<file path="config.mk">
export PLATFORM = sky130hd
export DESIGN_NAME = instruction_rate_governor
export DESIGN_NICKNAME = d
export VERILOG_FILES = /design/src/rtl/irg_pkg.sv /design/src/rtl/instruction_rate_governor.sv
export SDC_FILE = /design/constraint.sdc
export NUM_CORES = 2
export LEC_CHECK = 0
export ABC_AREA = 1
export BUFFER_PORTS_ARGS = -buffer_cell sky130_fd_sc_hd__buf_2
export CORE_UTILIZATION = 31
export CTS_CLUSTER_DIAMETER = 100
export CTS_CLUSTER_SIZE = 8
export DETAILED_ROUTE_END_ITERATION = 12
export HOLD_SLACK_MARGIN = 0.06
export PLACE_DENSITY = 0.54
export SETUP_SLACK_MARGIN = 0.3
export SLEW_MARGIN = 20
export SYNTH_ARGS = -nofsm -noshare
export SYNTH_HDL_FRONTEND = slang
export SYNTH_SLANG_ARGS = --single-unit
</file>
<file path="constraint.sdc">
create_clock -name clk -period 8.45 [get_ports clk]
set_input_delay 0.845 -clock clk [delete_from_list [all_inputs] [get_ports clk]]
set_output_delay 0.845 -clock clk [all_outputs]
set_load 0.05 [all_outputs]
</file>
<file path="src/rtl/irg_pkg.sv">
// Shared types, constants and microprogram for the instruction rate governor.
package irg_pkg;

  // Configuration register indexes
  localparam logic [1:0] REG_TARGET_MIPS = 2'd0;
  localparam logic [1:0] REG_CREDIT_CAP  = 2'd1;
  localparam logic [1:0] REG_WINDOW_LEN  = 2'd2;

  // Field and datapath widths
  localparam int MIPS_W  = 14;
  localparam int CAP_W   = 20;
  localparam int WLEN_W  = 30;
  localparam int CNT_W   = 12;
  localparam int NOW_W   = 62;
  localparam int STALL_W = 30;
  localparam int QCNT_W  = 13;
  localparam int WCNT_W  = 40;
  localparam int TIME_W  = 64;
  localparam int DUE_W   = 50;
  localparam int DIVC_W  = 6;
  localparam int THR_W   = 21;

  // Fixed constants of the accounting
  localparam logic [MIPS_W-1:0]  MIPS_RESET      = 14'd250;
  localparam logic [CAP_W-1:0]   CAP_RESET       = 20'd100000;
  localparam logic [WLEN_W-1:0]  WLEN_RESET      = 30'd250000000;
  localparam logic [THR_W-1:0]   INSN_PER_MIPS   = 21'd125;
  localparam logic [DUE_W-1:0]   NS_PER_US       = 50'd1000;
  localparam logic [TIME_W-1:0]  STALL_MAX       = 64'd1000000000;
  localparam logic [DIVC_W-1:0]  DIV_LAST        = 6'(DUE_W - 1);

  // Microprogram step addresses
  localparam int PC_W = 5;
  localparam logic [PC_W-1:0] P_EMIT   = 5'd0;
  localparam logic [PC_W-1:0] P_WAIT   = 5'd1;
  localparam logic [PC_W-1:0] P_DISP   = 5'd2;
  localparam logic [PC_W-1:0] P_ADDQ   = 5'd3;
  localparam logic [PC_W-1:0] P_CHKQ   = 5'd4;
  localparam logic [PC_W-1:0] P_SETTLE = 5'd5;
  localparam logic [PC_W-1:0] P_DINIT  = 5'd6;
  localparam logic [PC_W-1:0] P_DIV    = 5'd7;
  localparam logic [PC_W-1:0] P_ELAP   = 5'd8;
  localparam logic [PC_W-1:0] P_DIFF   = 5'd9;
  localparam logic [PC_W-1:0] P_SIGN   = 5'd10;
  localparam logic [PC_W-1:0] P_SURP   = 5'd11;
  localparam logic [PC_W-1:0] P_FORG1  = 5'd12;
  localparam logic [PC_W-1:0] P_FORG2  = 5'd13;
  localparam logic [PC_W-1:0] P_NEG    = 5'd14;
  localparam logic [PC_W-1:0] P_STALL  = 5'd15;
  localparam logic [PC_W-1:0] P_ADV    = 5'd16;
  localparam logic [PC_W-1:0] P_WCHK   = 5'd17;
  localparam logic [PC_W-1:0] P_WCMP   = 5'd18;
  localparam logic [PC_W-1:0] P_START  = 5'd19;

  // Datapath operations
  typedef enum logic [3:0] {
    OP_NONE   = 4'd0,
    OP_EMIT   = 4'd1,
    OP_LOAD   = 4'd2,
    OP_ADDQ   = 4'd3,
    OP_SETTLE = 4'd4,
    OP_DINIT  = 4'd5,
    OP_DIV    = 4'd6,
    OP_ELAP   = 4'd7,
    OP_DIFF   = 4'd8,
    OP_FORG1  = 4'd9,
    OP_FORG2  = 4'd10,
    OP_NEG    = 4'd11,
    OP_STALL  = 4'd12,
    OP_ADV    = 4'd13,
    OP_WCMP   = 4'd14,
    OP_START  = 4'd15
  } op_t;

  // Jump conditions: taken jumps go to the target, otherwise fall through
  typedef enum logic [3:0] {
    C_NEXT         = 4'd0,
    C_JUMP         = 4'd1,
    C_NO_INPUT     = 4'd2,
    C_START_CMD    = 4'd3,
    C_QUANTUM_OPEN = 4'd4,
    C_DIV_BUSY     = 4'd5,
    C_NEGATIVE     = 4'd6,
    C_CREDIT_OK    = 4'd7,
    C_OUT_BLOCKED  = 4'd8
  } cond_t;

  typedef struct packed {
    op_t             op;
    cond_t           cond;
    logic [PC_W-1:0] target;
  } ctrl_word_t;

  // Control store
  function automatic ctrl_word_t rom_word(input logic [PC_W-1:0] pc);
    ctrl_word_t w;
    w = '{op: OP_NONE, cond: C_JUMP, target: P_WAIT};
    case (pc)
      P_EMIT:   w = '{op: OP_EMIT,   cond: C_OUT_BLOCKED,  target: P_EMIT};
      P_WAIT:   w = '{op: OP_LOAD,   cond: C_NO_INPUT,     target: P_WAIT};
      P_DISP:   w = '{op: OP_NONE,   cond: C_START_CMD,    target: P_START};
      P_ADDQ:   w = '{op: OP_ADDQ,   cond: C_NEXT,         target: P_CHKQ};
      P_CHKQ:   w = '{op: OP_NONE,   cond: C_QUANTUM_OPEN, target: P_EMIT};
      P_SETTLE: w = '{op: OP_SETTLE, cond: C_NEXT,         target: P_DINIT};
      P_DINIT:  w = '{op: OP_DINIT,  cond: C_NEXT,         target: P_DIV};
      P_DIV:    w = '{op: OP_DIV,    cond: C_DIV_BUSY,     target: P_DIV};
      P_ELAP:   w = '{op: OP_ELAP,   cond: C_NEXT,         target: P_DIFF};
      P_DIFF:   w = '{op: OP_DIFF,   cond: C_NEXT,         target: P_SIGN};
      P_SIGN:   w = '{op: OP_NONE,   cond: C_NEGATIVE,     target: P_NEG};
      P_SURP:   w = '{op: OP_NONE,   cond: C_CREDIT_OK,    target: P_WCHK};
      P_FORG1:  w = '{op: OP_FORG1,  cond: C_NEXT,         target: P_FORG2};
      P_FORG2:  w = '{op: OP_FORG2,  cond: C_JUMP,         target: P_WCHK};
      P_NEG:    w = '{op: OP_NEG,    cond: C_NEXT,         target: P_STALL};
      P_STALL:  w = '{op: OP_STALL,  cond: C_NEXT,         target: P_ADV};
      P_ADV:    w = '{op: OP_ADV,    cond: C_NEXT,         target: P_WCHK};
      P_WCHK:   w = '{op: OP_ELAP,   cond: C_NEXT,         target: P_WCMP};
      P_WCMP:   w = '{op: OP_WCMP,   cond: C_JUMP,         target: P_EMIT};
      P_START:  w = '{op: OP_START,  cond: C_JUMP,         target: P_EMIT};
      default:  w = '{op: OP_NONE,   cond: C_JUMP,         target: P_WAIT};
    endcase
    return w;
  endfunction

endpackage

</file>
<file path="src/rtl/instruction_rate_governor.sv">
// Instruction rate governor: microcoded credit-capped rate limiter.
// A start item passes the dispatch and start steps before its result is emitted;
// a block that closes no quantum passes the dispatch, add and quantum-check steps;
// a block that closes one also runs the 50-step restoring divider for the due time.
// Throughput: one item at a time; the next item is accepted the cycle after the
// result is loaded into the output register, which then waits for out_ready.
// Reset (synchronous, active high) restores the register defaults and clears counts.
module instruction_rate_governor
  import irg_pkg::*;
#(
  parameter int QUANTUM_CAP = 2000
) (
  input  logic                clk,
  input  logic                rst,
  input  logic                cfg_valid,
  output logic                cfg_ready,
  input  logic [1:0]          cfg_index,
  input  logic [WLEN_W-1:0]   cfg_data,
  input  logic                in_valid,
  output logic                in_ready,
  input  logic                command,
  input  logic [CNT_W-1:0]    insn_count,
  input  logic [NOW_W-1:0]    now_ns,
  output logic                out_valid,
  input  logic                out_ready,
  output logic [STALL_W-1:0]  stall_ns,
  output logic                settled
);

  localparam logic [THR_W-1:0] QCAP = THR_W'(QUANTUM_CAP);

  // Configuration registers
  logic [MIPS_W-1:0] target_mips;
  logic [CAP_W-1:0]  credit_cap_ns;
  logic [WLEN_W-1:0] window_len_ns;

  // Sequencer and datapath registers
  logic [PC_W-1:0]          pc;
  logic [PC_W-1:0]          pc_next;
  logic                     cmd_r;
  logic [CNT_W-1:0]         cnt_r;
  logic signed [TIME_W-1:0] now_r;
  logic signed [TIME_W-1:0] window_start;
  logic signed [TIME_W-1:0] acc;
  logic [QCNT_W-1:0]        quantum_count;
  logic [WCNT_W-1:0]        window_count;
  logic [DUE_W-1:0]         div_q;
  logic [MIPS_W-1:0]        div_rem;
  logic [DIVC_W-1:0]        div_cnt;
  logic [STALL_W-1:0]       stall_r;
  logic                     settled_r;

  ctrl_word_t               cw;
  logic                     in_fire;
  logic                     out_blocked;
  logic                     cond_true;
  logic [MIPS_W-1:0]        eff_mips;
  logic [THR_W-1:0]         thr_prod;
  logic [THR_W-1:0]         threshold;
  logic [WCNT_W:0]          wc_sum;
  logic [MIPS_W:0]          div_trial;
  logic                     div_bit;
  logic signed [TIME_W-1:0] due;
  logic signed [TIME_W-1:0] cap_s;
  logic signed [TIME_W-1:0] wlen_s;

  assign cfg_ready   = 1'b1;
  assign in_ready    = (pc == P_WAIT);
  assign in_fire     = in_valid && in_ready;
  assign out_blocked = out_valid && !out_ready;
  assign cw          = rom_word(pc);

  // Derive quantum threshold and divisor from the configured rate
  assign eff_mips  = (target_mips == '0) ? MIPS_W'(1) : target_mips;
  assign thr_prod  = THR_W'(eff_mips) * INSN_PER_MIPS;
  assign threshold = (thr_prod > QCAP) ? QCAP : thr_prod;

  assign wc_sum    = {1'b0, window_count} + (WCNT_W + 1)'(quantum_count);
  assign div_trial = {div_rem, div_q[DUE_W-1]};
  assign div_bit   = (div_trial >= (MIPS_W + 1)'(eff_mips));
  assign due       = $signed(TIME_W'(div_q));
  assign cap_s     = $signed(TIME_W'(credit_cap_ns));
  assign wlen_s    = $signed(TIME_W'(window_len_ns));

  // Take configuration writes
  always_ff @(posedge clk) begin
    if (rst) begin
      target_mips   <= MIPS_RESET;
      credit_cap_ns <= CAP_RESET;
      window_len_ns <= WLEN_RESET;
    end else if (cfg_valid && cfg_ready) begin
      case (cfg_index)
        REG_TARGET_MIPS: target_mips   <= cfg_data[MIPS_W-1:0];
        REG_CREDIT_CAP:  credit_cap_ns <= cfg_data[CAP_W-1:0];
        REG_WINDOW_LEN:  window_len_ns <= cfg_data;
        default: ;
      endcase
    end
  end

  // Evaluate the jump condition of the current control word
  always_comb begin
    case (cw.cond)
      C_NEXT:         cond_true = 1'b0;
      C_JUMP:         cond_true = 1'b1;
      C_NO_INPUT:     cond_true = !in_fire;
      C_START_CMD:    cond_true = !cmd_r;
      C_QUANTUM_OPEN: cond_true = (THR_W'(quantum_count) < threshold);
      C_DIV_BUSY:     cond_true = (div_cnt != DIV_LAST);
      C_NEGATIVE:     cond_true = acc[TIME_W-1];
      C_CREDIT_OK:    cond_true = !(acc > cap_s);
      C_OUT_BLOCKED:  cond_true = out_blocked;
      default:        cond_true = 1'b0;
    endcase
    pc_next = cond_true ? cw.target : pc + PC_W'(1);
  end

  // Advance the step counter
  always_ff @(posedge clk) begin
    if (rst) begin
      pc <= P_WAIT;
    end else begin
      pc <= pc_next;
    end
  end

  // Accounting state, cleared by reset
  always_ff @(posedge clk) begin
    if (rst) begin
      quantum_count <= '0;
      window_count  <= '0;
      window_start  <= '0;
    end else begin
      case (cw.op)
        OP_ADDQ:   quantum_count <= quantum_count + QCNT_W'(cnt_r);
        OP_SETTLE: begin
          window_count  <= wc_sum[WCNT_W] ? '1 : wc_sum[WCNT_W-1:0];
          quantum_count <= '0;
        end
        OP_FORG1:  window_start <= now_r - due;
        OP_FORG2:  window_start <= window_start - cap_s;
        OP_WCMP: begin
          if (acc > wlen_s) begin
            window_start <= now_r;
            window_count <= '0;
          end
        end
        OP_START: begin
          window_start  <= now_r;
          quantum_count <= '0;
          window_count  <= '0;
        end
        default: ;
      endcase
    end
  end

  // Working registers of the datapath
  always_ff @(posedge clk) begin
    case (cw.op)
      OP_LOAD: begin
        if (in_fire) begin
          cmd_r     <= command;
          cnt_r     <= insn_count;
          now_r     <= $signed({2'b00, now_ns});
          stall_r   <= '0;
          settled_r <= 1'b0;
        end
      end
      OP_SETTLE: settled_r <= 1'b1;
      OP_DINIT: begin
        div_q   <= DUE_W'(window_count) * NS_PER_US;
        div_rem <= '0;
        div_cnt <= '0;
      end
      OP_DIV: begin
        div_rem <= div_bit ? MIPS_W'(div_trial - (MIPS_W + 1)'(eff_mips))
                           : div_trial[MIPS_W-1:0];
        div_q   <= {div_q[DUE_W-2:0], div_bit};
        div_cnt <= div_cnt + DIVC_W'(1);
      end
      OP_ELAP:  acc <= now_r - window_start;
      OP_DIFF:  acc <= acc - due;
      OP_NEG:   acc <= -acc;
      OP_STALL: stall_r <= (acc > $signed(STALL_MAX)) ? STALL_MAX[STALL_W-1:0]
                                                       : acc[STALL_W-1:0];
      OP_ADV:   now_r <= now_r + $signed(TIME_W'(stall_r));
      default: ;
    endcase
  end

  // Hold the result until the consumer takes the transaction
  always_ff @(posedge clk) begin
    if (rst) begin
      out_valid <= 1'b0;
    end else if (cw.op == OP_EMIT && !out_blocked) begin
      out_valid <= 1'b1;
    end else if (out_ready) begin
      out_valid <= 1'b0;
    end
  end

  always_ff @(posedge clk) begin
    if (cw.op == OP_EMIT && !out_blocked) begin
      stall_ns <= stall_r;
      settled  <= settled_r;
    end
  end

`ifndef NO_ASSERTIONS
  // Only one item is in flight at a time
  a_single_item: assert property (@(posedge clk) disable iff (rst)
    in_fire |=> !in_ready)
    else $error("input accepted while an item was in flight");

  // A result that closed no quantum never stalls
  a_idle_no_stall: assert property (@(posedge clk) disable iff (rst)
    (out_valid && !settled) |-> (stall_ns == '0))
    else $error("stall reported without a settled quantum");

  // The stall stays within its saturation bound
  a_stall_bound: assert property (@(posedge clk) disable iff (rst)
    out_valid |-> (TIME_W'(stall_ns) <= STALL_MAX))
    else $error("stall exceeds saturation bound");
`endif

endmodule
</file>
==> results.yml <==
place:
  dpl.hpwl_mm: 158
  dpl_cell_area_mm2: 0.0529
  port_buffers: 144
  gp_congestion: 0.977
  dp_slack_ns: 0.414
  dp_cells: 9159
cts:
  insertion_delay_ns: 0.69
  hold_buffers: 0
  cts-root-buf: "clkbuf_16"
  post_cts_buffers: 0
  cts.sinks: 473
  cts_tree: "built"
  clockBufferDepth: 3
  cts_htree_levels: 3
  clkTransAtPathRegs_ns: 0.05
  cts-buffers-inserted: 71
timing:
  finalCriticalPeriod_ns: 7.47
  fmax_ghz: 0.134
  slew_headroom_pct: 22.0
  fin_crit_sh_pct: 88.4
  finalMaxSlewViolations: 0
  final-setup-viol-count: 0
  setup_slack_ns: 0.978
  tns_ns: 0
  hold_violations: 0
  rsz0062_at_grt: "false"
  finalClockSkew_ns: 0.0483
  tightest_slew_ns: 1.16
worst_setup_path:
  max_stage_delay_ns: 0.53
  crit_top_cell: "nand2_1"
  required_ns: 9.01
  arrival_ns: 8.03
  crit-reg2reg-launch: "target_mips[7]"
  end_kind: "flip-flop"
  critPathLaunchType: "flip-flop"
  crit_path_max_fanout: 9
  cpMaxStageDelayCell: "fa_1"
  path_class: "flip-flop to flip-flop"
  worstSetupStartpoint: "target_mips[7]"
synthesis:
  yosysSeqAreaShare_pct: 24.6
  post_synth_num_cell_types: 69
  post-synth-top-area-fraction_pct: 16.6
  ys_top_cells_by_area: "edfxtp_1 17%, ha_1 12%, nand2_1 9.4%, inv_1 8.2%, fa_1 8.1%"
  synth.avg_cell_area_um2: 7.07
  yosys_most_used_dff: "edfxtp_1"
  netlist_area_mm2: 0.0495
  ys_ff_latch: 473
  synth_edf_count: 273
  yosys.area.top_type: "edfxtp_1"
  yosysWarnings: 0
  synth_cells: 7005
  synthArstFlopShare_pct: 0
cells_and_area:
  mostFrequentLayoutCell: "nand2_1"
  syn2layout_area_growth_pct: 11.4
  multi_input_area_mm2: 0.0328
  register_area_mm2: 0.0122
  nets: 7955
  design_area_mm2: 0.0551
  fin_cells: 9291
  fill_cells: 16973
  drive_gt1_share_pct: 6.18
  final_cell_mix: "1,238 x nand2_1, 1,073 x inv_1, 744 x nor2_1, 726 x a21oi_1, 504 x o21ai_0"
power:
  clock_power_share_pct: 19.1
  fin_total_pwr_mw: 15.0
  switching_power_mw: 7.69
  sw_frac_of_total_pct: 51.3
  power_frac_seq_pct: 23.5
  combPwrFrac_pct: 57.4
  intPower_mw: 7.29
  ir_drop_mv: 0.148
  p_leak_nw: 25.2
  power.density_mw_per_mm2: 272
detailed_routing:
  first_pass_iters: 6
  drt_iter0_drc: 4084
  ant_nets: 0
  vias: 48761
  routed_via_density: 5.25
  wl_per_cell_um: 20.6
  wl_mm: 192
  drc: 0
job:
  max_cap_viol_count: 0
die:
  dieHeight_um: 402
  die_w_um: 402
  io-pin-count: 146
  die_area_mm2: 0.161
  core_mm2: 0.158
  start_util_pct: 31.3
  num_rows: 146
hold_path:
  holdCritPathClass: "primary input to flip-flop"
  worstHoldStart: "insn_count[8]"
global_routing:
  track_usage_pct: 23.3
  grt_pass1_vias: 47685
  grt_max_degree: 78
  grt_pass1_wl_mm: 287
  gr-total-overflow: 0
  antenna_found_initial: 23
run_status:
  status: "completed"
-- worst max-delay path: cells and delay by family (launching register included) --
family          cells  cell delay (ns)
fa+ha+maj           8             3.10
buf+inv             8             0.80
compound gates      4             0.56
simple gates       25             2.57
flops               1             0.32
-- cells in the mapped netlist (106+ instances only) --
master and instances:
nand2_1 1243, inv_1 1083, nor2_1 760, a21oi_1 728, o21ai_0 506, ha_1 482
nand3_1 378, edfxtp_1 273, fa_1 201, dfxtp_1 200, a31oi_1 130, clkbuf_1 112
nor3_1 110, xor2_1 106
-- area by class of cell --
class / count / area share (%)
diodes: 7 / 0.0318
clock inverters: 11 / 0.347
flip-flops and latches: 473 / 22.1
inverters: 1111 / 7.57
clock buffers: 114 / 3.52
multi-input cells: 5297 / 59.5
well taps: 2072 / 4.70
repair buffers: 206 / 2.15
-- repair_timing --
action | 4_1_cts | 5_1_grt
endpoints found under the setup margin | 0 | 13
hold endpoints to repair | 0 | 0
resized for setup | 0 | 29
-- stage by stage --
step	hold slack, ns	util [%]
after floorplan	0.400	-
after global routing	0.296	34.8
after CTS	0.267	34.8
final	0.330	34.8
after detailed placement	0.460	33.4
after global placement	0.455	33.4
-- layer usage --
layer  share of wire [%]  GRT usage [%]  vias to the layer above  wire [µm]
met4                 3.9           9.07                       12       7400
met1                  46           31.8                    23122      88200
met5               0.041              0                        -         79
met2                  44           37.2                     1443      85100
li1                    -              -                    23892          -
met3                 5.8           2.78                      292      11100
-- logic make-up (layout without fill, tap and decap cells) --
group                    after synthesis  after routing  share of synthesized area, %
flip-flops                           473            473                          24.6
other                                  1             10                       0.00757
AO/OA/AOI/OAI                       1690           1690                          18.8
buffers and inverters               1237           1442                          9.40
adder cells (fa/ha/maj)              683            683                          20.3
XOR/XNOR                             193            193                          3.41
AND/OR/NAND/NOR                     2728           2728                          23.4
-- path summary, 6_finish.rpt --
path	endpoint	slack, ns	depth (start not counted)
worst max register to register	cw[9]	0.98	45
worst min register to register	window_len_ns[11]	0.46	2
worst max-delay path	cw[9]	0.98	45
worst min-delay path	cnt_r[8]	0.33	1
-- power by group through the flow --
stage               clock (mW)  combinational, mW  sequential (mW)
global placement             0               8.38             3.55
floorplan                    0               5.73             3.46
detailed placement           0               8.40             3.55
finish                    2.86               8.59             3.53
CTS                       2.94               8.44             3.51
global route              3.01               9.52             3.57
-- flip-flops by register name, summed over array words and instances (netlist names), 5 cells and up --
register,cells
acc,64
now_r,64
window_count,40
stall_r,30
window_start,64
div_q,50
window_len_ns,30
div_rem,14
stall_ns,30
cw,13
target_mips,14
pc,5
quantum_count,13
credit_cap_ns,20
cnt_r,12
div_cnt,6
(Power assumes the default switching activity.)
